### config.mk
export PLATFORM = sky130hd
export DESIGN_NAME = bes_cell
export DESIGN_NICKNAME = d
export VERILOG_FILES = /design/src/hdl/bes_pkg.sv /design/src/hdl/bes_cell.sv
export SDC_FILE = /design/constraint.sdc
export NUM_CORES = 1
export LEC_CHECK = 0
export BUFFER_PORTS_ARGS = -buffer_cell sky130_fd_sc_hd__buf_2
export CAP_MARGIN = 20
export CORE_UTILIZATION = 25
export DETAILED_ROUTE_END_ITERATION = 16
export GPL_TIMING_DRIVEN = 0
export RECOVER_POWER = 100
export SLEW_MARGIN = 40
export SYNTH_ARGS = -nofsm -noshare
export SYNTH_HDL_FRONTEND = slang
export SYNTH_SLANG_ARGS = --single-unit
### constraint.sdc
create_clock -name clk -period 4.4 [get_ports clk]
set_clock_uncertainty 0.05 [all_clocks]
set_input_delay 0 -clock clk [delete_from_list [all_inputs] [get_ports clk]]
set_output_delay 0 -clock clk [all_outputs]
set_load 0.03 [all_outputs]
### src/hdl/bes_pkg.sv
package bes_pkg;

  localparam int MAX_ITEMS = 64;
  localparam int CNT_W     = $clog2(MAX_ITEMS + 1);

  typedef logic signed [31:0] elem_t;

  typedef enum logic [1:0] {
    CMD_HOLD,
    CMD_INSERT,
    CMD_DOWN,
    CMD_UP
  } cell_cmd_t;

  typedef enum logic [1:0] {
    ST_LOAD,
    ST_ALIGN,
    ST_DRAIN
  } state_t;

endpackage

### src/hdl/bes_cell.sv
module bes_cell (
  input  logic                clk,
  input  bes_pkg::cell_cmd_t  cmd,
  input  bes_pkg::elem_t      ins_value,
  input  logic                occupied,
  input  bes_pkg::elem_t      below_value,
  input  logic                below_lt,
  input  bes_pkg::elem_t      above_value,
  output bes_pkg::elem_t      value,
  output logic                lt
);

  // An empty cell counts as larger than anything, so the chain stays monotone.
  assign lt = !occupied || (ins_value < value);

  always_ff @(posedge clk) begin
    case (cmd)
      bes_pkg::CMD_INSERT: begin
        // take the lower neighbor when it also gives way, else the new item
        if (lt) begin
          value <= below_lt ? below_value : ins_value;
        end
      end
      bes_pkg::CMD_DOWN: value <= above_value;
      bes_pkg::CMD_UP:   value <= below_value;
      default:           value <= value;
    endcase
  end

endmodule

==> load_flow_metrics.sql <==
INSERT INTO impl_metrics (metric_group, metric, value, unit) VALUES
('place', 'dpl.cell_count', '571', ''),
('floorplan', 'io_pins', '134', ''),
('synth', 'synth_largest_type_area_fraction', '34.06', '%'),
('global_routing', 'antenna_violations_before_repair', '0', ''),
('power', 'cellPowerDensity', '309.0', 'nW/um^2'),
('timing', 'timing.final.crit_share', '79.92', '%'),
('synth', 'synth.yosys.warnings', '0', ''),
('timing', 'number_of_setup_violations_in_the_final_report', '0', ''),
('synth', 'synth_enable_flop_cells', '32', ''),
('floorplan', 'fp-row-count', '38', ''),
('setup_path', 'end_kind', 'flip-flop', ''),
('finish', 'num_antenna_cells', '0', ''),
('finish', 'layout-area-overhead-vs-synth', '33.97', '%'),
('clocking', 'clk-insertion-delay-late', '270', 'ps'),
('clocking', 'h_tree_lvls', '2', ''),
('clocking', 'cts.sinks', '32', ''),
('clocking', 'cts.repair_timing.setup_buffer_count', '0', ''),
('synth', 'post_synth_inst_count', '297', ''),
('setup_path', 'worst_ep_required_time', '4260', 'ps'),
('finish', 'largestRegisters', 'value (32)', ''),
('timing', 'final-max-slew-violation-count', '0', ''),
('timing', 'timing_hold_violations_final', '0', ''),
('min_path', 'min-delay-path-class', 'input pin to flip-flop', ''),
('finish', 'number_of_flip_flops_in_the_largest_register', '32', ''),
('floorplan', 'core_area', '10940', 'um^2'),
('setup_path', 'start_kind', 'flip-flop', ''),
('flow_run', 'max_cap_violations', '0', ''),
('synth', 'share_of_synthesized_area_occupied_by_flip_flops_and_latches', '34.06', '%'),
('run_status', 'status', 'completed', ''),
('timing', 'fmax', '284.4', 'MHz'),
('finish', 'finalNetCount', '570', ''),
('synth', 'mapped_area', '2821', 'um^2'),
('finish', 'post_route_non_filler_standard_cell_count', '579', ''),
('setup_path', 'worstPathBufferInverterCount', '2', ''),
('place', 'port_buffers', '131', ''),
('power', 'power_leakage', '1.743', 'nW'),
('floorplan', 'starting_density_of_the_core', '25.80', '%'),
('synth', 'synth_top_cell_by_area', 'edfxtp_1', ''),
('detailed_routing', 'drc', '0', ''),
('detailed_routing', 'num_vias', '2754', ''),
('clocking', 'clockRootBuffer', 'clkbuf_16', ''),
('floorplan', 'die_y', '108.2', 'um'),
('timing', 'final_critical_path_setup_slack', '883.6', 'ps'),
('clocking', 'cts_tree', 'built', ''),
('detailed_routing', 'viasPerCell', '4.756', ''),
('timing', 'timing.final.crit_period', '3516', 'ps'),
('timing', 'hold_slack', '45.47', 'ps'),
('setup_path', 'worst_path_largest_cell_delay', '570', 'ps'),
('setup_path', 'critPathKind', 'flip-flop to flip-flop', ''),
('clocking', 'max-clock-path-buffers', '2', ''),
('detailed_routing', 'route.final.wire_length', '8732', 'um'),
('timing', 'rsz0062_at_grt', 'false', ''),
('timing', 'finalSetupTns', '0', 'ps'),
('finish', 'largest-register', 'value', ''),
('detailed_routing', 'wl_cell', '15.08', 'um'),
('setup_path', 'reg2reg_setup_slack', '880', 'ps'),
('synth', 'synth_area_leaders', 'edfxtp_1 34%, ha_1 14%, mux2i_1 11%', ''),
('synth', 'synth_fp_nets', '429', ''),
('global_routing', 'first_global_vias', '2746', ''),
('setup_path', 'worst_path_slowest_cell', 'a311oi_4', ''),
('detailed_routing', 'drt_iter0_markers', '105', ''),
('clocking', 'cts_hold_buffers', '0', ''),
('clocking', 'clock_transition_at_the_register_clock_pins_on_the_worst_setup_and_hold_paths_after_cts', '60', 'ps'),
('power', 'ir_worst_vdd', '0.1454', 'mV'),
('synth', 'avgSynthCellArea', '9.500', 'um^2'),
('finish', 'drive_above_1_share', '26.20', '%'),
('place', 'gp_congestion', '0.7786', ''),
('setup_path', 'crit_path_max_fanout', '9', ''),
('clocking', 'cts_made_buffers', '5', ''),
('synth', 'register_bit_count_reported_by_yosys', '32', ''),
('global_routing', 'grt_usage', '15.15', '%');
==> metrics by stage <==
step	utilization, %	instance area (um^2)
global route	34.57	3780
CTS	35.11	3840
floorplan	-	2828
finish	34.57	3780
global placement	33.46	3659
detailed placement	33.87	3704
==> cell type report <==
class                   instances  area (um^2)
plain buffers                  18        71.32
clock buffers                   7        132.6
clock inverters                 1        3.754
fillers                      1147         7156
inverters                      32        120.1
multi-input cells             215         1674
flip-flops and latches         32        960.9
well taps                     140        175.2
repair buffers                134        641.9
==> final timing paths <==
path	startpoint	endpoint	depth (start not counted)
min	below_value[25]	value[25]$_DFFE_PP_	3
max	value[31]$_DFFE_PP_	value[14]$_DFFE_PP_	9
max reg2reg	value[31]$_DFFE_PP_	value[14]$_DFFE_PP_	9
min reg2reg	value[31]$_DFFE_PP_	value[21]$_DFFE_PP_	4
==> layer usage <==
layer	up-vias	global-route usage [%]	part of all wire [%]
li1	1386	-	-
met1	1257	18.73	44
met5	-	0	0
met2	104	27.07	50
met3	7	2.471	5.1
met4	0	3.914	1.1
==> worst reg2reg max path, stage by stage, from the launching register on <==
cell and delay [ps]:
edfxtp_1 360, inv_1 50, ha_1 380, nand4_1 230, nor2_1 60, a221o_1 290, a211oi_1 480, o22ai_1 230
a311oi_4 580, clkbuf_1 450
==> Yosys cell counts, drive strengths merged, types with 2 or more instances <==
| cell type | number |
|---|---|
| clkbuf | 11 |
| nand4 | 6 |
| nand2 | 7 |
| nand3 | 3 |
| o21ai | 4 |
| a21o | 2 |
| nor2b | 31 |
| inv | 32 |
| nand2b | 2 |
| nor3 | 2 |
| ha | 31 |
| a211oi | 33 |
| a21oi | 44 |
| buf | 7 |
| mux2i | 32 |
| edfxtp | 32 |
| nor2 | 5 |
==> power by group <==
| group | leakage [nW] | switching, mW | internal (mW) |
|---|---|---|---|
| logic | 1.36 | 0.268 | 0.154 |
| registers | 0.317 | 0.0207 | 0.390 |
| clock network | 0.0655 | 0.127 | 0.208 |
| total | 1.74 | 0.415 | 0.753 |
==> cells by family (layout without fill, tap and decap cells) <==
group	after synthesis	in the layout	synth area share, %
and+or+nand+nor	60	60	12.59
buffers and inverters	50	192	6.829
adders and majority gates	31	31	13.75
AOI/OAI and AO/OA	91	91	20.89
muxes	33	33	11.88
DFF	32	32	34.06
Power figures use the tool's default switching activity.
